==> src/hdl/simplex_noise_fbm_height_core_macros.svh <==
// assertion macros for the simplex noise height core
// used by the top level only; expands to nothing when SYNTHESIS is defined
`ifndef SIMPLEX_NOISE_FBM_HEIGHT_CORE_MACROS_SVH
`define SIMPLEX_NOISE_FBM_HEIGHT_CORE_MACROS_SVH
`ifndef SYNTHESIS
`define SNF_ASSERT_IMPL(label, ante, cons) \
   label: assert property (@(posedge clock) disable iff (reset) (ante) |-> (cons)) \
      else $error("snf check failed");
`define SNF_ASSERT_NEXT(label, ante, cons) \
   label: assert property (@(posedge clock) disable iff (reset) (ante) |=> (cons)) \
      else $error("snf check failed");
`define SNF_ASSERT_LATER(label, ante, cons) \
   label: assert property (@(posedge clock) disable iff (reset) (ante) |-> ##2 (cons)) \
      else $error("snf check failed");
`else
`define SNF_ASSERT_IMPL(label, ante, cons)
`define SNF_ASSERT_NEXT(label, ante, cons)
`define SNF_ASSERT_LATER(label, ante, cons)
`endif
`endif

==> src/hdl/snf_pkg.sv <==
// shared types, fixed-point constants and the octave amplitude table
// no dependencies
`default_nettype none
package snf_pkg;

   localparam int FRAC_BITS   = 16;
   localparam int COORD_BITS  = 12;
   localparam int MAX_OCTAVES = 8;
   localparam int PERM_DEPTH  = 512;
   localparam int PERM_AW     = $clog2(PERM_DEPTH);
   localparam int QUEUE_DEPTH = 4;
   localparam int RSP_DEPTH   = 16;
   localparam int NSTAGE      = 16;
   localparam int NCORNER     = 3;

   localparam int QONE       = 1 << FRAC_BITS;
   localparam int QHALF      = 1 << (FRAC_BITS - 1);
   localparam int SKEW_Q     = 23988;
   localparam int UNSKEW_Q   = 13849;
   localparam int PERSIST_Q  = 42598;

   typedef enum logic {
      OP_LOAD = 1'b0,
      OP_EVAL = 1'b1
   } op_type;

   typedef enum logic [1:0] {
      CSR_BASE_FREQ = 2'd0,
      CSR_OCTAVES   = 2'd1,
      CSR_FLOOR     = 2'd2,
      CSR_SPAN      = 2'd3
   } csr_index_type;

   typedef struct packed {
      op_type                  op;
      logic [COORD_BITS-1:0]   x_coord;
      logic [COORD_BITS-1:0]   y_coord;
      logic [PERM_AW-1:0]      table_index;
      logic [7:0]              table_value;
   } item_type;

   typedef struct packed {
      logic       first;
      logic       last;
      logic       mute;
      logic [2:0] k;
   } tag_type;

   typedef struct packed {
      logic reserve;
      logic load_wr;
      logic reads_pending;
   } eng_status_type;

   typedef struct packed {
      logic               valid;
      logic signed [27:0] total;
   } done_type;

   typedef logic [15:0] amp_table_type [MAX_OCTAVES];

   function automatic amp_table_type amp_table_f();
      amp_table_type tab;
      logic [31:0]   a;
      a = 32'(PERSIST_Q);
      for (int k = 0; k < MAX_OCTAVES; k++) begin
         tab[k] = a[15:0];
         a = (a * 32'(PERSIST_Q)) >> FRAC_BITS;
      end
      return tab;
   endfunction

   localparam amp_table_type AMP_TABLE = amp_table_f();

endpackage
`default_nettype wire

==> src/hdl/snf_result.sv <==
// result end: saturation, height mapping, result queue and slot reservation
// depends on snf_pkg
`default_nettype none
module snf_result import snf_pkg::*; (
   input  logic        clock,
   input  logic        reset,
   input  logic [7:0]  height_floor,
   input  logic [7:0]  height_span,
   input  done_type    done,
   input  logic        reserve,
   output logic        credit_ok,
   output logic        out_valid,
   input  logic        out_ready,
   output logic [31:0] out_data
);

   localparam int RAW = $clog2(RSP_DEPTH);

   logic               v_r1_ff;
   logic [19:0]        nv_r1_ff, nv_in;
   logic [16:0]        norm_r1_ff, norm_in;
   logic signed [17:0] cl;
   logic [17:0]        shifted;
   logic [24:0]        hp;
   logic [9:0]         hs;
   logic [7:0]         h_in;
   logic [27:0]        q_ff [RSP_DEPTH];
   logic [RAW-1:0]     wr_ff, rd_ff;
   logic [RAW:0]       cnt_ff, res_ff;
   logic               pop;

   always_comb begin
      if (done.total > 28'sd524287) nv_in = 20'h7FFFF;
      else if (done.total < -28'sd524288) nv_in = 20'h80000;
      else nv_in = done.total[19:0];
      if (done.total > 28'sd65536) cl = 18'sd65536;
      else if (done.total < -28'sd65536) cl = -18'sd65536;
      else cl = done.total[17:0];
      shifted = 18'(cl + 18'sd65536);
      norm_in = shifted[17:1];
      hp      = 25'(height_span) * 25'(norm_r1_ff);
      hs      = {2'b00, height_floor} + {1'b0, hp[24:16]};
      h_in    = (hs > 10'd255) ? 8'hFF : hs[7:0];
   end

   assign out_valid = (cnt_ff != '0);
   assign out_data  = {4'h0, q_ff[rd_ff]};
   assign pop       = out_valid & out_ready;
   // a slot is held from the first octave until its result leaves
   assign credit_ok = (res_ff < (RAW+1)'(RSP_DEPTH));

   always_ff @(posedge clock) begin
      if (reset) begin
         v_r1_ff <= 1'b0;
         wr_ff   <= '0;
         rd_ff   <= '0;
         cnt_ff  <= '0;
         res_ff  <= '0;
      end else begin
         v_r1_ff <= done.valid;
         if (v_r1_ff) wr_ff <= wr_ff + 1'b1;
         if (pop) rd_ff <= rd_ff + 1'b1;
         if (v_r1_ff && !pop) cnt_ff <= cnt_ff + 1'b1;
         else if (pop && !v_r1_ff) cnt_ff <= cnt_ff - 1'b1;
         if (reserve && !pop) res_ff <= res_ff + 1'b1;
         else if (pop && !reserve) res_ff <= res_ff - 1'b1;
      end
   end

   always_ff @(posedge clock) begin
      nv_r1_ff   <= nv_in;
      norm_r1_ff <= norm_in;
      if (v_r1_ff) q_ff[wr_ff] <= {h_in, nv_r1_ff};
   end

endmodule
`default_nettype wire

==> config.mk <==
export PLATFORM = sky130hd
export DESIGN_NAME = snf_result
export DESIGN_NICKNAME = d
export VERILOG_FILES = /design/src/hdl/simplex_noise_fbm_height_core_macros.svh /design/src/hdl/snf_pkg.sv /design/src/hdl/snf_result.sv
export SDC_FILE = /design/constraint.sdc
export NUM_CORES = 1
export LEC_CHECK = 0
export BUFFER_PORTS_ARGS = -buffer_cell sky130_fd_sc_hd__buf_4
export CELL_PAD_IN_SITES_DETAIL_PLACEMENT = 0
export CELL_PAD_IN_SITES_GLOBAL_PLACEMENT = 2
export CORE_MARGIN = 4
export CORE_UTILIZATION = 47
export CTS_CLUSTER_SIZE = 30
export DETAILED_ROUTE_END_ITERATION = 6
export PLACE_DENSITY = 0.8
export SLEW_MARGIN = 10
export SYNTH_ARGS = -nofsm -noshare
export SYNTH_HDL_FRONTEND = slang
export SYNTH_SLANG_ARGS = --single-unit
==> constraint.sdc <==
create_clock -name clock -period 11.2 [get_ports clock]
set_input_delay 1.12 -clock clock [delete_from_list [all_inputs] [get_ports clock]]
set_output_delay 1.12 -clock clock [all_outputs]
set_load 0.01 [all_outputs]
==> run summary, run 1 <==
Chip width - 231.5 um
Vias per cell - 5.536
Core area - 49,150 um^2
CP bufs+invs - 4
Port Buf Inserts - 78
Reg2reg setup slack - 3.82 ns
Crit-path cells - buf_4 > and2_1 > fa_1 > fa_1 > fa_1 > inv_1 > fa_1 > inv_1 > ha_1 > nand2_1 > nor2_1 > o2111ai_1 > a31oi_1 > o21ai_0 > a21oi_1 > ha_1 > inv_1 > fa_1 > nand3b_1 > a21boi_0 > o21ai_0 > a21oi_1 > nor3_2 > o211ai_1
Worst VDD drop - 117.0 uV
CTS max path bufs - 3
Req. time, crit path - 11.43 ns
Minimum clock period - 7.477 ns
Sequential-to-total area share from yosys stat - 62.44%
Avg Cell Area, Syn - 17.26 um^2
Net Sw Power - 1098 uW
Syn Inst Count - 1,360
Hold EP - cnt_ff[4]
Cell family with most CP delay - adder cells
Leak - 0.009407 uW
Switching share of power - 24.27%
Clock share of power - 36.3%
R2R depth - 23
Die Ht - 231.5 um
Detailed-route via count - 11,931
Pre-CTS setup slack - 2.770 ns
CP startpoint kind - input pin
Crit-path max FO - 17
Final antenna-violating net count - 0
Worst path max stage delay - 0.91 ns
Max Clock Skew - 0.02078 ns
Maximum capacitance violations - 0
Inserted Clock Buffers - 50
Syn Std Cell Area - 23,470 um^2
Vias in the first global route - 12,517
Post-Route M1 WL - 22,890 um
Setup Fix Bufs, Post-CTS - 0
Drt total wl - 53,090 um
Pwr/cell area - 171.4 nW/um^2
Initial antenna violation count - 1
Clock Latency Late Sink - 0.59 ns
Post-route DRC violation count - 0
Row count - 81
CTS Root Cell - clkbuf_16
EDFF count, synth - 448
Starting Density - 47.75%
Count of final setup violators - 0
Worst EP arrival - 7.71 ns
Post_cts resized - 0
Met2 WL post-DR - 26,750 um
Synth Register Bits - 508
Total negative slack - 0 ns
Internal power - 3427 uW
RSZ-0062 raised after global routing - false
Detailed placement HPWL - 31,580 um
Clk slew on worst S/H paths - 0.06 ns
CP Class - input pin to register
Final Cycle Share - 66.76%
Global route overflow - 0
Start point of the worst hold path - cnt_ff[4]
Synth cell types - 49
Slew Limit Fails - 0
Gate power share - 15.2%
Slew HR - 23.43%
# fillers - 3,953
Most frequent cells in the layout - edfxtp_1, mux4_2, and2_1
Slowest stage cell, crit path - o211ai_1
CTS tree - built
Fin. Hold Viols - 0
FF-to-FF Start - norm_r1_ff[4]
Area grow syn2layout - 12.50%
Worst setup EP type - register
Met3 wire len - 2356 um
Seq pwr share - 48.6%
Share of layout cells above drive strength 1 - 22.33%
Die ar. - 53,580 um^2
Synth warn - 0
Drt first pass iters - 7
Status - finished, final reports clean
Setup ws final - 3.723 ns
Min-delay worst type - register to register
First-pass GRT wire length - 80,050 um
Main synth FF type - edfxtp_1
Iter 0 DRT Violations - 981
Wire per inst - 24.64 um
GRT Overall Usage - 20.18%
ANT cells - 0
Sinks on Clock Net - 508
Gp weighted congestion - 0.8417
Async set-reset flop share out of synthesis - 0%
Most used cell, CP - fa_1
Commonest non-fill, non-tap cell in the layout - edfxtp_1
Io pins - 83
Hold-critical path depth - 2
Cts hold-fix bufs - 0
Uppermost layer routed - met4
Reg-to-Reg End - q_ff[5][25]
NumNets Final - 1,656
Worst-Margin Slew - 1.148 ns
Largest net degree at the start of global routing - 58
H-tree depth - 2
Achievable frequency - 133.7 MHz
[per-stage QoR]
stage	power (uW)	hold WS (ns)	std cells	util, %	area [um^2]
after floorplan	2713	0.4585	1363	-	23480
after global placement	2930	0.4724	2062	50.42	24790
after detailed placement	2940	0.4874	2062	50.42	24790
after CTS	4569	0.4965	2155	53.70	26400
after global routing	4715	0.5236	2155	53.72	26400
final	4525	0.4910	2155	53.72	26400
[state kept, by name, indices dropped and copies added (netlist names), named ones only]
register    count
q_ff          448
nv_r1_ff       20
norm_r1_ff     17
cnt_ff          5
res_ff          5
rd_ff           4
wr_ff           4
v_r1_ff         1
[worst max path at each step]
stage / endpoint / startpoint / depth (start not counted)
after global routing: q_ff[5][25] / height_span[7] / 24
final: q_ff[5][25] / height_span[7] / 24
after floorplan: q_ff[0][20] / height_span[6] / 22
after global placement: q_ff[4][26] / height_span[7] / 24
after detailed placement: q_ff[3][26] / height_span[7] / 24
after CTS: q_ff[0][26] / height_span[7] / 24
[synthesized netlist by cell type (2+ instances only)]
cell type | count | area [um^2]
and2_1 | 124 | 775.7
a211oi_1 | 6 | 45.04
xnor2_1 | 11 | 96.34
dfxtp_1 | 60 | 1201
fa_1 | 92 | 1842
buf_2 | 9 | 45.04
nor2b_1 | 17 | 106.4
a21oi_1 | 27 | 135.1
nand2_1 | 45 | 168.9
a211oi_2 | 2 | 25.02
o21ai_0 | 22 | 110.1
nand2b_1 | 3 | 18.77
clkbuf_1 | 32 | 120.1
buf_4 | 4 | 30.03
buf_1 | 8 | 30.03
nor4_1 | 7 | 43.79
mux2i_1 | 3 | 30.03
a21boi_0 | 2 | 15.01
a31oi_1 | 4 | 25.02
nand4_1 | 7 | 43.79
mux4_2 | 140 | 3153
a31o_2 | 2 | 17.52
nor3_1 | 5 | 25.02
edfxtp_1 | 448 | 13450
nor2_1 | 42 | 157.7
a21o_1 | 26 | 195.2
nand3_1 | 7 | 35.03
xor2_1 | 15 | 131.4
o21bai_1 | 2 | 15.01
o211ai_1 | 2 | 15.01
or3_1 | 3 | 18.77
inv_1 | 101 | 379.1
and3_1 | 2 | 12.51
ha_1 | 65 | 813.3
[layout make-up]
cell class | instances | area, um^2 | area share, %
flip-flops and latches | 508 | 14660 | 55.54
multi-input cells | 701 | 8257 | 31.27
clock buffers | 65 | 1359 | 5.146
well taps | 664 | 830.8 | 3.147
repair buffers | 88 | 660.6 | 2.502
inverters | 101 | 379.1 | 1.436
clock inverters | 28 | 252.7 | 0.9573
[power groups by stage]
stage	combinational [uW]	sequential (uW)	clock, uW
floorplan	531	2180	0
global placement	692	2240	0
detailed placement	698	2240	0
CTS	700	2200	1670
global route	745	2210	1760
finish	687	2200	1640
[worst reg2reg max path: stages (launching register included)]
cell and delay [ns]:
dfxtp_1 0.63, and2_1 0.22, fa_1 0.44, fa_1 0.53, fa_1 0.54, inv_1 0.05
fa_1 0.53, inv_1 0.05, ha_1 0.32, nand2_1 0.06, nor2_1 0.24, o2111ai_1 0.25
a31oi_1 0.33, o21ai_0 0.12, a21oi_1 0.18, ha_1 0.19, inv_1 0.05, fa_1 0.39
nand3b_1 0.19, a21boi_0 0.30, o21ai_0 0.19, a21oi_1 0.20, nor3_2 0.11, o211ai_1 0.91
[per-layer routing]
layer / global-route usage, % / vias up
met1: 27.97 / 6303
met3: 2.876 / 62
met2: 34.09 / 282
li1: - / 5284
met4: 5.093 / 0
met5: 0 / -
[kinds of logic (layout without fill, tap and decap cells)]
| kind of cell | after synthesis | count (layout) | share of synthesized area (%) |
|---|---|---|---|
| xor+xnor | 26 | 26 | 0.9703 |
| fa+ha+maj | 157 | 157 | 11.31 |
| simple gates | 268 | 268 | 6.211 |
| other cells | 1 | 4 | 0.01598 |
| mux | 143 | 143 | 13.56 |
| buf+inv | 154 | 282 | 2.575 |
| flops | 508 | 508 | 62.44 |
| compound gates | 103 | 103 | 2.916 |
Note: power is estimated with default switching activity, not from simulation.
==> run 2, diff against run 1 <==
- ABC_AREA: default -> 1
- CORE_UTILIZATION: 47 -> 39
- PLACE_DENSITY: 0.8 -> 0.78
- clock period: 11.2 -> 6.1 ns (I/O delays scaled with it)
==> run summary, run 2 <==
Status - finished, final reports clean
Compound-Gate Fraction of Synth Area - 10.44% (+7.5 points)
Die ar. - 68,950 um^2 (+29%)
Cell family with most CP delay - adder cells
GRT Overall Usage - 17.91% (-2.3 points)
Drt first pass iters - 5 (-2)
CP startpoint kind - register
Post-synth top cells - edfxtp_1, inv_1, nand2_1
Starting Density - 39.28% (-8.5 points)
Largest net degree at the start of global routing - 149 (+160%)
Detailed-route via count - 16,094 (+35%)
Global route overflow - 0 (unchanged)
Count of final setup violators - 0 (unchanged)
Min-delay worst type - input pin to register
Clock Latency Late Sink - 0.62 ns (+0.03 ns)
Vias per cell - 4.966 (-10%)
Drt total wl - 62,780 um (+18%)
Chip width - 262.6 um (+13%)
Max Clock Skew - 0.03863 ns (+0.01785 ns)
Most frequent cells in the layout - edfxtp_1, inv_1, nand2_1
Slew Limit Fails - 0 (unchanged)
Port Buf Inserts - 78 (unchanged)
CTS tree - built
CP Launch Point - norm_r1_ff[10]
Pwr/cell area - 310.9 nW/um^2 (+81%)
Sequential-to-total area share from yosys stat - 57.97% (-4.5 points)
Share of layout cells above drive strength 1 - 12.54% (-9.8 points)
Gp weighted congestion - 0.8123 (-3.5%)
Achievable frequency - 173.4 MHz
Most used cell, CP - nand2_1
Synth top area cells - edfxtp_1, fa_1, inv_1
Crit-path max FO - 16 (-1)
Simple-gate share of the synthesized area - 7.529% (+1.3 points)
Maximum capacitance violations - 0 (unchanged)
Leak - 0.01204 uW (+28%)
Syn Inst Count - 2,235 (+64%)
Wire per inst - 19.37 um (-21%)
Slew HR - 29.29% (+5.9 points)
Post-DP Area - 27,130 um^2 (+9.5%)
Worst VDD drop - 228.6 uV (+95%)
Worst path max stage delay - 0.55 ns (-0.36 ns)
NumNets Final - 2,546 (+54%)
Post-Synth Adder-Cell Area - 10.50% (-0.81 points)
Worst setup EP type - register
Area leader, netlist - edfxtp_1
Mux cell area share after synthesis - 4.435% (-9.1 points)
Cts hold-fix bufs - 0 (unchanged)
Post-route DRC violation count - 0 (unchanged)
First-pass GRT wire length - 96,170 um (+20%)
CTS Root Cell - clkbuf_16
Final Cycle Share - 94.56%
Synth warn - 0 (unchanged)
Slowest stage cell, crit path - fa_1
Main synth FF type - edfxtp_1
Yosys top cell area share - 53.22% (-4.1 points)
Biggest register - q_ff
Io pins - 83 (unchanged)
Area grow syn2layout - 14.62%
H-tree depth - 2 (unchanged)
Iter 0 DRT Violations - 1,127 (+15%)
FF-to-FF Start - norm_r1_ff[10]
Final antenna-violating net count - 0 (unchanged)
Vias in the first global route - 16,190 (+29%)
Synth cell types - 40 (-18%)
Worst-Margin Slew - 1.061 ns (-0.08783 ns)
Core area - 64,350 um^2 (+31%)
Xor and xnor area share after synthesis - 0.5890% (-0.38 points)
Setup Fix Bufs, Post-CTS - 0 (unchanged)
CTS max path bufs - 3 (unchanged)
Detailed placement HPWL - 38,630 um (+22%)
Synth Register Bits - 508 (unchanged)
Die Ht - 262.6 um (+13%)
Start point of the worst hold path - done[27]
Row count - 93 (+15%)
Most frequent cell after synthesis - edfxtp_1
Clk slew on worst S/H paths - 0.06 ns (about the same)
Syn Std Cell Area - 25,280 um^2 (+7.7%)
Inserted Clock Buffers - 53 (+6.0%)
CP Class - register to register
Final instance area - 28,970 um^2 (+9.7%)
Req. time, crit path - 6.44 ns (-4.99 ns)
Minimum clock period - 5.768 ns
Largest regs - q_ff x448, nv_r1_ff x20, norm_r1_ff x17
Largest family of logic cells by synthesized area - adder cells
CP bufs+invs - 9 (+5)
Max reg flops - 448 (unchanged)
Worst EP arrival - 6.11 ns (-1.60 ns)
Fin. Hold Viols - 0 (unchanged)
EDFF count, synth - 448 (unchanged)
Initial antenna violation count - 4 (+3)
Commonest non-fill, non-tap cell in the layout - edfxtp_1
# fillers - 5,852 (+48%)
RSZ-0062 raised after global routing - false
Avg Cell Area, Syn - 11.31 um^2 (-34%)
Final core occ - 45.03% (-8.7 points)
Post_cts resized - 0 (unchanged)
Sinks on Clock Net - 508 (unchanged)
Async set-reset flop share out of synthesis - 0% (unchanged)
[run 2: cell families (layout without fill, tap and decap cells)]
logic type	after synthesis	in the layout
AO/OA/AOI/OAI	460	460
other	1	5
adder cells (fa/ha/maj)	157	157
buffers and inverters	514	661
flip-flops	508	508
AND/OR/NAND/NOR	466	466
multiplexers	112	112
XOR/XNOR	17	17
[run 2: area by class of cell]
type / instances / area [um^2] / area share (%)
flip-flops and latches: 508 / 14690 / 50.72
multi-input cells: 1216 / 8627 / 29.78
clock buffers: 75 / 1489 / 5.139
inverters: 392 / 1473 / 5.083
repair buffers: 169 / 1319 / 4.552
well taps: 855 / 1070 / 3.692
clock inverters: 25 / 299.0 / 1.032
diodes: 1 / 2.502 / 0.008637
[run 2: per-layer routing]
metal | track usage, % | vias up | part of all wire (%)
met2 | 30.49 | 353 | 48
met1 | 24.70 | 7877 | 45
met5 | 0 | - | 0
met3 | 1.798 | 79 | 4.0
met4 | 4.820 | 0 | 2.3
li1 | - | 7785 | -
[run 2: final timing paths]
check | endpoint | slack [ns] | depth (start not counted)
setup reg to reg | q_ff[3][21] | 0.33 | 30
hold reg to reg | register | 0.50 | 2
hold / removal | nv_r1_ff[19] | 0.17 | 1
setup / recovery | q_ff[3][21] | 0.33 | 30
[run 2: per-stage QoR]
step / hold WS [ns] / total power (uW) / std cells / TNS (ns) / setup slack [ns]
after global placement: 0.4930 / 5821 / 3140 / -8.728 / -0.07467
after global routing: 0.1569 / 9446 / 3241 / 0 / 0.0008589
after CTS: 0.1452 / 9116 / 3240 / 0 / 0.1289
after detailed placement: 0.4937 / 5858 / 3140 / -14.94 / -0.1291
after floorplan: 0.4768 / 5338 / 2238 / -9.491 / -0.07415
final: 0.1749 / 9006 / 3241 / 0 / 0.3317
[run 2: report_power, final]
| group | total, uW | internal [uW] | switching, uW |
|---|---|---|---|
| registers | 4020 | 3890 | 126 |
| logic | 1740 | 713 | 1030 |
| clock network | 3250 | 1920 | 1320 |
[run 2: worst reg2reg max path: cells and delay by family (launching register included)]
family / cells / cell delay [ns]
xor gates and xnor gates: 1 / 0.16
adders and majority gates: 7 / 2.96
buffers and inverters: 9 / 0.83
DFF: 1 / 0.37
and+or+nand+nor: 12 / 1.03
AOI/OAI and AO/OA: 1 / 0.18
