==> src/hdl/simplex_noise_fbm_height_core_macros.svh <==
// assertion macros for the simplex noise height core
// used by the top level only; expands to nothing when SYNTHESIS is defined
`ifndef SIMPLEX_NOISE_FBM_HEIGHT_CORE_MACROS_SVH
`define SIMPLEX_NOISE_FBM_HEIGHT_CORE_MACROS_SVH
`ifndef SYNTHESIS
`define SNF_ASSERT_IMPL(label, ante, cons) \
   label: assert property (@(posedge clock) disable iff (reset) (ante) |-> (cons)) \
      else $error("snf check failed");
`define SNF_ASSERT_NEXT(label, ante, cons) \
   label: assert property (@(posedge clock) disable iff (reset) (ante) |=> (cons)) \
      else $error("snf check failed");
`define SNF_ASSERT_LATER(label, ante, cons) \
   label: assert property (@(posedge clock) disable iff (reset) (ante) |-> ##2 (cons)) \
      else $error("snf check failed");
`else
`define SNF_ASSERT_IMPL(label, ante, cons)
`define SNF_ASSERT_NEXT(label, ante, cons)
`define SNF_ASSERT_LATER(label, ante, cons)
`endif
`endif

==> src/hdl/snf_pkg.sv <==
// shared types, fixed-point constants and the octave amplitude table
// no dependencies
`default_nettype none
package snf_pkg;

   localparam int FRAC_BITS   = 16;
   localparam int COORD_BITS  = 12;
   localparam int MAX_OCTAVES = 8;
   localparam int PERM_DEPTH  = 512;
   localparam int PERM_AW     = $clog2(PERM_DEPTH);
   localparam int QUEUE_DEPTH = 4;
   localparam int RSP_DEPTH   = 16;
   localparam int NSTAGE      = 16;
   localparam int NCORNER     = 3;

   localparam int QONE       = 1 << FRAC_BITS;
   localparam int QHALF      = 1 << (FRAC_BITS - 1);
   localparam int SKEW_Q     = 23988;
   localparam int UNSKEW_Q   = 13849;
   localparam int PERSIST_Q  = 42598;

   typedef enum logic {
      OP_LOAD = 1'b0,
      OP_EVAL = 1'b1
   } op_type;

   typedef enum logic [1:0] {
      CSR_BASE_FREQ = 2'd0,
      CSR_OCTAVES   = 2'd1,
      CSR_FLOOR     = 2'd2,
      CSR_SPAN      = 2'd3
   } csr_index_type;

   typedef struct packed {
      op_type                  op;
      logic [COORD_BITS-1:0]   x_coord;
      logic [COORD_BITS-1:0]   y_coord;
      logic [PERM_AW-1:0]      table_index;
      logic [7:0]              table_value;
   } item_type;

   typedef struct packed {
      logic       first;
      logic       last;
      logic       mute;
      logic [2:0] k;
   } tag_type;

   typedef struct packed {
      logic reserve;
      logic load_wr;
      logic reads_pending;
   } eng_status_type;

   typedef struct packed {
      logic               valid;
      logic signed [27:0] total;
   } done_type;

   typedef logic [15:0] amp_table_type [MAX_OCTAVES];

   function automatic amp_table_type amp_table_f();
      amp_table_type tab;
      logic [31:0]   a;
      a = 32'(PERSIST_Q);
      for (int k = 0; k < MAX_OCTAVES; k++) begin
         tab[k] = a[15:0];
         a = (a * 32'(PERSIST_Q)) >> FRAC_BITS;
      end
      return tab;
   endfunction

   localparam amp_table_type AMP_TABLE = amp_table_f();

endpackage
`default_nettype wire

==> src/hdl/snf_front.sv <==
// request front end: unpacks and classifies requests into a short queue
// depends on snf_pkg
`default_nettype none
module snf_front import snf_pkg::*; (
   input  logic        clock,
   input  logic        reset,
   input  logic        in_valid,
   output logic        in_ready,
   input  logic [47:0] in_data,
   input  logic        in_user,
   output logic        head_valid,
   output item_type    head_item,
   input  logic        head_pop
);

   localparam int QAW = $clog2(QUEUE_DEPTH);

   item_type       q_ff [QUEUE_DEPTH];
   logic [QAW-1:0] wr_ff, rd_ff;
   logic [QAW:0]   cnt_ff;
   item_type       item_in;
   logic           push, pop;

   always_comb begin
      item_in.op          = op_type'(in_user);
      item_in.x_coord     = in_data[11:0];
      item_in.y_coord     = in_data[23:12];
      item_in.table_index = in_data[32:24];
      item_in.table_value = in_data[40:33];
   end

   assign in_ready   = (cnt_ff != (QAW+1)'(QUEUE_DEPTH));
   assign head_valid = (cnt_ff != '0);
   assign head_item  = q_ff[rd_ff];
   assign push       = in_valid & in_ready;
   assign pop        = head_pop & head_valid;

   always_ff @(posedge clock) begin
      if (reset) begin
         wr_ff  <= '0;
         rd_ff  <= '0;
         cnt_ff <= '0;
      end else begin
         if (push) wr_ff <= wr_ff + 1'b1;
         if (pop) rd_ff <= rd_ff + 1'b1;
         if (push && !pop) cnt_ff <= cnt_ff + 1'b1;
         else if (pop && !push) cnt_ff <= cnt_ff - 1'b1;
      end
   end

   always_ff @(posedge clock) begin
      if (push) q_ff[wr_ff] <= item_in;
   end

endmodule
`default_nettype wire

==> config.mk <==
export PLATFORM = sky130hd
export DESIGN_NAME = snf_front
export DESIGN_NICKNAME = d
export VERILOG_FILES = /design/src/hdl/simplex_noise_fbm_height_core_macros.svh /design/src/hdl/snf_pkg.sv /design/src/hdl/snf_front.sv
export SDC_FILE = /design/constraint.sdc
export NUM_CORES = 1
export LEC_CHECK = 0
export BUFFER_PORTS_ARGS = -buffer_cell sky130_fd_sc_hd__buf_4
export CAP_MARGIN = 20
export CORE_UTILIZATION = 49
export CTS_CLUSTER_DIAMETER = 200
export DETAILED_ROUTE_END_ITERATION = 7
export PLACE_DENSITY = 0.7
export SETUP_SLACK_MARGIN = 0.2
export SLEW_MARGIN = 20
export SYNTH_ARGS = -nofsm -noshare
export SYNTH_HDL_FRONTEND = slang
export SYNTH_SLANG_ARGS = --single-unit
==> constraint.sdc <==
create_clock -name clock -period 4.2 [get_ports clock]
set_clock_uncertainty 0.2 [all_clocks]
set_input_delay 0.42 -clock clock [delete_from_list [all_inputs] [get_ports clock]]
set_output_delay 0.42 -clock clock [all_outputs]
set_load 0.02 [all_outputs]
==> out/metrics.yaml, run 1 <==
gr-total-overflow: 0
htree_levels: 4
met3_length_um: 450
r2r-start: "cnt_ff[0]"
synth_edf_count: 168
synth.distinct_cells: 24
clk_pin_slew_worst_paths_ns: 0.06
critPathMaxFanout: 42
path_cells: "mux4_1 > buf_4"
ys_warn_count: 0
cp.arrival_ns: 2.25
synth_most_common_cell: "edfxtp_1"
synth-seq-cells: 177
drtIter0Drc: 154
reg2reg_slack_ns: 1.64
path_buf_inv: 1
postCtsSetupRepairBufs: 0
clkSinkCount: 177
cts_tree: "yes"
min_path_type: "input port to register"
synth_area_leaders: "edfxtp_1 (77%), mux4_2 (14%), dfxtp_1 (2.7%), buf_12 (1.2%), ha_1 (0.95%)"
ys_seq_area_share_pct: 79.4
finalCritPeriodShare_pct: 68.4
max_clock_freq_mhz: 348
hold_violations: 0
critPathMaxStageDelay_ns: 0.93
crit_type: "register to output port"
syn_to_final_growth_pct: 28.2
worst_ep_required_time_ns: 3.58
ir_worst_vdd_mv: 0.285
cts_resized: 0
first_global_vias: 3321
setup_violations: 0
grt_max_degree: 43
crit_path_top_delay_cell: "dfxtp_4"
p_per_area_nw_per_um2: 620
wl_met2_um: 5900
fin_tns_setup_ns: 0
io_buffers: 89
layout-drive-gt1-share_pct: 39.5
leakagePower_nw: 2.90
dieArea_um2: 13900
ant_nets: 0
yosysTopAreaCell: "edfxtp_1"
grt_pass1_wl_um: 17400
holdCritStartpoint: "reset"
grt.total_usage_pct: 17.4
synth_top_area_share_pct: 76.7
rsz0062_at_grt: "no"
initial_core_util_pct: 51.1
avgSynthCellArea_um2: 24.5
clk_latency_ns: 0.42
drv_cap: 0
num_antenna_cells: 0
die_y_um: 118
wl_per_cell_um: 18.8
yosys-top-cells-count: "edfxtp_1 (168), mux4_2 (40), dfxtp_1 (9)"
ctsRootBufferMaster: "clkbuf_16"
rr_worst_depth: 4
place_congestion: 0.677
slew_violations: 0
io_pins: 97
wl_met1_um: 4800
ys.flop_type: "edfxtp_1"
async_reset_ff_share_pct: 0
num_rows: 41
fin_crit_ns: 2.87
maxUsedRoutingLayer: "met4"
path_delay_family: "flip-flops"
relSlewSlack_pct: 41.8
numCtsBuffers: 17
startpoint_type: "register"
hold_depth: 2
die_w_um: 118
place_hpwl_um: 6360
syn_inst: 268
finalNetCount: 471
coreArea_um2: 12900
netlist_area_um2: 6580
drtPass1Iterations: 4
drc: 0
dr_total_vias: 3120
syn_nets: 327
via_per_inst: 5.23
status: "completed"
reg2reg_to: "q_ff[0][13]"
worstSetupEndpointType: "output port"
antenna_found_initial: 0
tightest_slew_ns: 0.873
routed_wirelength_um: 11200
clk_path_buf_depth: 2
fin_hold_ws_ns: 0.0247
[cell usage in the layout (no fill, tap or decap), drive strengths merged, types with 2 or more instances in the layout]
cell type    Yosys  routed
nor2             8       8
clkbuf           2      20
edfxtp         168     168
dlygate4sd3      0      42
inv              3       3
mux2i            2       2
nand2b           2       2
dfxtp            9       9
ha               5       5
mux4            42      42
or3              2       2
bufinv           0       5
clkinvlp         0       3
and2             4       4
buf              9      94
xor2             4       4
clkinv           0       4
[how the worst max path moves through the flow]
| stage | from | cells past startpoint | endpoint | slack, ns |
|---|---|---|---|---|
| floorplan | cnt_ff[0] | 3 | q_ff[0][0] | 1.78 |
| global placement | cnt_ff[0] | 4 | q_ff[0][13] | 1.64 |
| detailed placement | cnt_ff[0] | 4 | q_ff[0][13] | 1.60 |
| CTS | register | 2 | head_item[38] | 1.25 |
| global route | register | 2 | head_item[38] | 1.16 |
| finish | register | 2 | head_item[38] | 1.33 |
[repair_timing]
action / CTS / global route
hold buffers: 42 / 0
endpoints found under the setup margin: 0 / 0
hold endpoints to repair: 168 / 0
[sequential cells by signal, indices dropped and copies added, names as in the netlist, named ones only]
signal,count
wr_ff,2
q_ff,168
rd_ff,2
cnt_ff,3
[worst register-to-register path: cells and delay by family (launching register included)]
| family | cells | cell delay (ns) |
|---|---|---|
| buffers and inverters | 1 | 0.39 |
| and+or+nand+nor | 2 | 0.89 |
| DFF | 1 | 0.46 |
| AOI/OAI and AO/OA | 1 | 0.31 |
[layer usage]
layer	vias up	track usage [%]
li1	1411	-
met1	1619	21.6
met2	82	28.8
met3	8	5.57
met4	0	6.17
met5	-	0
[metrics by stage]
stage | util, % | area, um2 | cells | worst slack (ns) | power (W)
6_report | 65.5 | 8440 | 597 | 1.33 | 0.00523
5_1_grt | 65.5 | 8440 | 597 | 1.16 | 0.00545
4_1_cts | 65.5 | 8440 | 597 | 1.25 | 0.00530
3_5_place_dp | 57.4 | 7390 | 523 | 1.60 | 0.00361
3_3_place_gp | 57.4 | 7390 | 523 | 1.64 | 0.00359
2_1_floorplan | - | 6580 | 268 | 1.78 | 0.00319
[cell families (layout without fill, tap and decap cells)]
family	count (synthesis)	count (layout)	synth area share [%]
buf+inv	14	171	1.98
flops	177	177	79.4
mux	45	45	15.0
simple gates	17	17	1.27
xor+xnor	4	4	0.532
fa+ha+maj	6	6	1.26
compound gates	5	5	0.570
[report_power, final]
part | internal (W) | leakage, nW | switching [W] | total [W]
clock network | 0.00105 | 0.293 | 0.000607 | 0.00165
logic | 0.000653 | 0.994 | 0.000593 | 0.00125
registers | 0.00215 | 1.61 | 0.000182 | 0.00233
total | 0.00385 | 2.90 | 0.00138 | 0.00523
[layout make-up]
class	instances	area (um2)
clock buffer	20	437
clock inverter	12	189
fill	885	4440
inverter	3	11.3
multi-input combinational	77	1230
sequential	177	5230
tap	172	215
timing repair buffer	136	1130
Note: power is estimated with default switching activity, not from simulation.
==> inputs of run 2 (changes only) <==
--- a/config.mk
+++ b/config.mk
@@ -10,7 +10,7 @@
 export CORE_UTILIZATION = 49
 export CTS_CLUSTER_DIAMETER = 200
 export DETAILED_ROUTE_END_ITERATION = 7
-export PLACE_DENSITY = 0.7
+export PLACE_DENSITY = 0.73
 export SETUP_SLACK_MARGIN = 0.2
 export SLEW_MARGIN = 20
 export SYNTH_ARGS = -nofsm -noshare
==> constraint.sdc (replaced) <==
create_clock -name clock -period 2.3 [get_ports clock]
set_clock_uncertainty 0.2 [all_clocks]
set_input_delay 0.23 -clock clock [delete_from_list [all_inputs] [get_ports clock]]
set_output_delay 0.23 -clock clock [all_outputs]
set_load 0.02 [all_outputs]
==> run 2 against run 1 <==
  * Critical path depth increased by 1
  * Sequential share of layout area decreased by 0.77 points
  * Hold slack improved by 0.034 ns
  * Clock-buffer cell count unchanged
  * Non-clock buffer count increased by 18
  * First-iteration DRC count increased by 73%
  * Critical path type unchanged
  * Largest cell class unchanged
==> out/metrics.yaml, run 2 (same netlist as run 1, synthesis figures left out) <==
min_path_type: "input port to register"
die_w_um: 118
relSlewSlack_pct: 71.7
fin_tns_setup_ns: 0
fillers: 868
design_area_um2: 8560
setup_ws_ns: 0.117
finalNetCount: 489
drc: 0
numCtsBuffers: 17
max_clock_freq_mhz: 458
layout_commonest_cell: "edfxtp_1"
worstSetupEndpointType: "output port"
p_sw_w: 0.00257
clk_latency_ns: 0.42
syn_to_final_growth_pct: 30.1
power_frac_comb_pct: 29.5
reg_top3: "q_ff: 168 flops, cnt_ff: 3 flops"
final_cell_mix: "edfxtp_1 (168), buf_4 (104), dlygate4sd3_1 (43)"
placed_cell_area_um2: 7550
cp.arrival_ns: 1.75
seq_power_share_pct: 44.0
status: "completed"
clk_pin_slew_worst_paths_ns: 0.06
via_per_inst: 5.13
finalCritPeriodShare_pct: 94.9
layout-drive-gt1-share_pct: 43.3
dieArea_um2: 13900
leakagePower_nw: 2.97
holdCritStartpoint: "head_pop"
p_sw_share_pct: 27.8
ant_nets: 0
gr-total-overflow: 0
crit_type: "register to output port"
p_per_area_nw_per_um2: 1080
instances_no_fill: 615
path_delay_family: "multiplexers"
dp.cells: 533
drv_cap: 0
grt_pass1_wl_um: 17500
grt.total_usage_pct: 17.3
ir_worst_vdd_mv: 0.489
drtIter0Drc: 267
drtPass1Iterations: 4
clk_path_buf_depth: 2
ctsRootBufferMaster: "clkbuf_16"
path_cells: "buf_12 > mux4_2 > buf_4"
htree_levels: 4
num_rows: 41
clkSinkCount: 177
worst_ep_required_time_ns: 1.87
tightest_slew_ns: 0.420
place_hpwl_um: 6550
setup_violations: 0
initial_core_util_pct: 51.1
crit_path_top_delay_cell: "mux4_2"
io_buffers: 89
cts_tree: "yes"
coreArea_um2: 12900
critPathMaxStageDelay_ns: 0.54
fin_crit_ns: 2.18
path_buf_inv: 2
hold_violations: 0
place_congestion: 0.656
top_register: "q_ff"
clockPowerShare_pct: 26.5
internal-power_w: 0.00667
critPathMaxFanout: 16
largest_reg_flops: 168
dr_total_vias: 3152
wl_per_cell_um: 18.2
routed_wirelength_um: 11200
startpoint_type: "register"
io_pins: 97
r2r-start: "cnt_ff[0]"
die_y_um: 118
grt_max_degree: 32
rsz0062_at_grt: "yes"
slew_violations: 0
place_ws_ns: 0.0671
num_antenna_cells: 0
antenna_found_initial: 0
first_global_vias: 3330
run 2: area by class of cell:
cell class                 instances  area [um2]  share of cell area [%]
multi-input combinational         77        1250                    14.6
sequential                       177        5240                    61.2
clock inverter                    12        70.1                   0.819
inverter                           3        11.3                   0.132
tap                              172         215                    2.51
timing repair buffer             154        1340                    15.6
clock buffer                      20         437                    5.10
run 2: final timing paths:
| check | endpoint | slack, ns | cells after the start |
|---|---|---|---|
| setup / recovery | head_item[32] | 0.12 | 3 |
| setup reg to reg | cnt_ff[2] | 0.18 | 7 |
| hold reg to reg | wr_ff[1] | 0.32 | 2 |
| hold / removal | rd_ff[0] | 0.06 | 5 |
run 2: stage by stage:
stage               hold WS (ns)  utilization [%]  power, W
floorplan                  0.129                -   0.00583
global placement           0.229             58.6   0.00670
detailed placement         0.233             58.6   0.00675
CTS                       0.0354             66.4   0.00933
global route              0.0670             66.5   0.00960
finish                    0.0590             66.5   0.00924
run 2: timing repair:
action                                  in CTS  in global routing
hold endpoints to repair                   177                  0
endpoints found under the setup margin      42                 41
hold buffers                                43                  0
pin swaps                                    4                  0
gates resized for setup                      4                  1
buffers inserted                             7                  0
run 2: power groups by stage:
| stage | Clock (W) | Combinational [W] | Sequential (W) |
|---|---|---|---|
| final | 0.00245 | 0.00272 | 0.00406 |
| after detailed placement | 0 | 0.00262 | 0.00413 |
| after CTS | 0.00250 | 0.00277 | 0.00406 |
| after floorplan | 0 | 0.00176 | 0.00407 |
| after global routing | 0.00262 | 0.00289 | 0.00409 |
| after global placement | 0 | 0.00260 | 0.00410 |
run 2: routing by layer:
| metal | track usage, % | share of wire [%] | vias up |
|---|---|---|---|
| li1 | - | - | 1442 |
| met1 | 21.4 | 43 | 1615 |
| met2 | 28.4 | 51 | 77 |
| met3 | 4.89 | 4.2 | 18 |
| met4 | 8.09 | 2.0 | 0 |
| met5 | 0 | 0 | - |
run 2: tightest hold or removal path, stage by stage:
cell     delay, ns
buf_4         0.13
o31ai_4       0.06
buf_4         0.10
xor2_1        0.06
nor2_1        0.07
==> inputs of run 3 (changes only) <==
--- a/config.mk
+++ b/config.mk
@@ -10,9 +10,9 @@
 export CORE_UTILIZATION = 49
 export CTS_CLUSTER_DIAMETER = 200
 export DETAILED_ROUTE_END_ITERATION = 7
+export GPL_TIMING_DRIVEN = 0
 export PLACE_DENSITY = 0.73
 export SETUP_SLACK_MARGIN = 0.2
-export SLEW_MARGIN = 20
 export SYNTH_ARGS = -nofsm -noshare
 export SYNTH_HDL_FRONTEND = slang
 export SYNTH_SLANG_ARGS = --single-unit
==> run 3 against run 2 <==
  * Critical path depth rose by 1
  * Sequential cell count did not move
  * Critical endpoint is now head_item[1]
  * Sequential share of layout area fell by 2.7 points
  * Core utilization rose by 3.0 points
  * Register-to-register slack barely moved
==> out/metrics.yaml, run 3 (same netlist as run 1, synthesis figures left out) <==
ant_nets: 0
hold_violations: 0
grt_pass1_wl_um: 18300
p_per_area_nw_per_um2: 1140
antenna_found_initial: 0
min_path_type: "input port to register"
holdCritStartpoint: "head_pop"
syn_to_final_growth_pct: 35.9
leakagePower_nw: 3.11
io_pins: 97
dieArea_um2: 13900
setup_violations: 0
reg_top3: "q_ff: 168 flops, cnt_ff: 3 flops"
p_sw_share_pct: 26.8
gr-total-overflow: 0
drc: 0
layout-drive-gt1-share_pct: 44.0
finalCritPeriodShare_pct: 95.6
ir_worst_vdd_mv: 0.642
worst_ep_required_time_ns: 1.87
place_hpwl_um: 6680
top_register: "q_ff"
critPathMaxFanout: 6
grt.total_usage_pct: 18.1
io_buffers: 88
layout_commonest_cell: "edfxtp_1"
die_w_um: 118
relSlewSlack_pct: 70.2
tightest_slew_ns: 0.442
die_y_um: 118
grt_max_degree: 25
fin_tns_setup_ns: 0
num_rows: 41
num_antenna_cells: 0
finalNetCount: 494
seq_power_share_pct: 39.8
drtPass1Iterations: 4
r2r-start: "cnt_ff[1]"
clk_latency_ns: 0.42
dp.cells: 532
crit_type: "register to output port"
p_sw_w: 0.00273
initial_core_util_pct: 51.1
clk_path_buf_depth: 2
clk_pin_slew_worst_paths_ns: 0.06
fillers: 822
rsz0062_at_grt: "yes"
multi_input_area_um2: 1250
power_frac_comb_pct: 32.9
via_per_inst: 5.24
numCtsBuffers: 17
final_cell_mix: "edfxtp_1 (168), buf_4 (58), dlygate4sd3_1 (43)"
first_global_vias: 3417
slew_violations: 0
ctsRootBufferMaster: "clkbuf_16"
max_clock_freq_mhz: 455
status: "completed"
drtIter0Drc: 258
regArea_um2: 5240
utilization_pct: 69.4
instances_no_fill: 620
largest_reg_flops: 168
clkSinkCount: 177
routed_wirelength_um: 12000
wl_per_cell_um: 19.4
cts_tree: "yes"
worstSetupEndpointType: "output port"
drv_cap: 0
dr_total_vias: 3248
internal-power_w: 0.00746
fin_crit_ns: 2.20
startpoint_type: "register"
coreArea_um2: 12900
place_congestion: 0.670
clockPowerShare_pct: 27.3
cp.arrival_ns: 1.77
htree_levels: 4
run 3: changes by cell type in the layout (fill, tap and decap cells not counted), moves of 4 or more:
cell / delta
buf_4: -46
buf_6: +41
and2_2: -4
and2_4: +4
buf_12: +4
clkbuf_16: +4
run 3: cell type report:
type	count	area share (%)
plain buffers	11	1.55
clock buffers	18	4.80
clock inverters	14	1.64
inverters	3	0.126
multi-input cells	77	14.0
flip-flops and latches	177	58.6
well taps	172	2.41
repair buffers	148	17.0
run 3: power groups by stage:
stage	logic (W)	clock network, W	registers [W]
4_1_cts	0.00297	0.00282	0.00404
3_3_place_gp	0.00264	0	0.00409
3_5_place_dp	0.00271	0	0.00410
2_1_floorplan	0.00176	0	0.00407
5_1_grt	0.00354	0.00295	0.00408
6_report	0.00336	0.00278	0.00405
run 3: path summary, 6_finish.rpt:
check / endpoint / slack, ns / depth (start not counted)
max: head_item[1] / 0.10 / 4
min: rd_ff[0] / 0.07 / 5
max reg2reg: cnt_ff[2] / 0.18 / 7
min reg2reg: wr_ff[1] / 0.32 / 2
run 3: repair_timing:
| item | 4_1_cts | 5_1_grt |
|---|---|---|
| pin swaps | 4 | 2 |
| cloned | 1 | 4 |
| endpoints found under the setup margin | 137 | 67 |
| buffers inserted | 7 | 1 |
| gates resized for setup | 20 | 40 |
| hold buffers | 43 | 0 |
| endpoints found under the hold margin | 173 | 0 |
run 3: routing by layer:
layer / global-route usage, % / share of wire [%] / vias to the layer above / wire length, um
met4: 7.37 / 0.79 / 0 / 95
met2: 29.5 / 51 / 105 / 6140
met5: 0 / 0 / - / 0
met3: 5.14 / 5.2 / 8 / 620
li1: - / - / 1461 / -
met1: 23.1 / 43 / 1674 / 5170
run 3: through the flow:
| step | setup slack, ns | hold slack (ns) | total power [W] | cell area [um2] |
|---|---|---|---|---|
| after floorplan | 0.202 | 0.129 | 0.00583 | 6600 |
| after global placement | -0.0991 | 0.229 | 0.00673 | 7480 |
| after detailed placement | 0.0156 | 0.234 | 0.00681 | 7560 |
| after CTS | 0.0695 | 0.0407 | 0.00983 | 8700 |
| after global routing | 0.0461 | 0.0617 | 0.0106 | 8940 |
| final | 0.102 | 0.0665 | 0.0102 | 8940 |
run 3: critical path, stage by stage, from the launching register on:
cell and delay (ns):
dfxtp_4 0.37, buf_12 0.15, clkbuf_16 0.16, mux4_2 0.51, buf_6 0.15
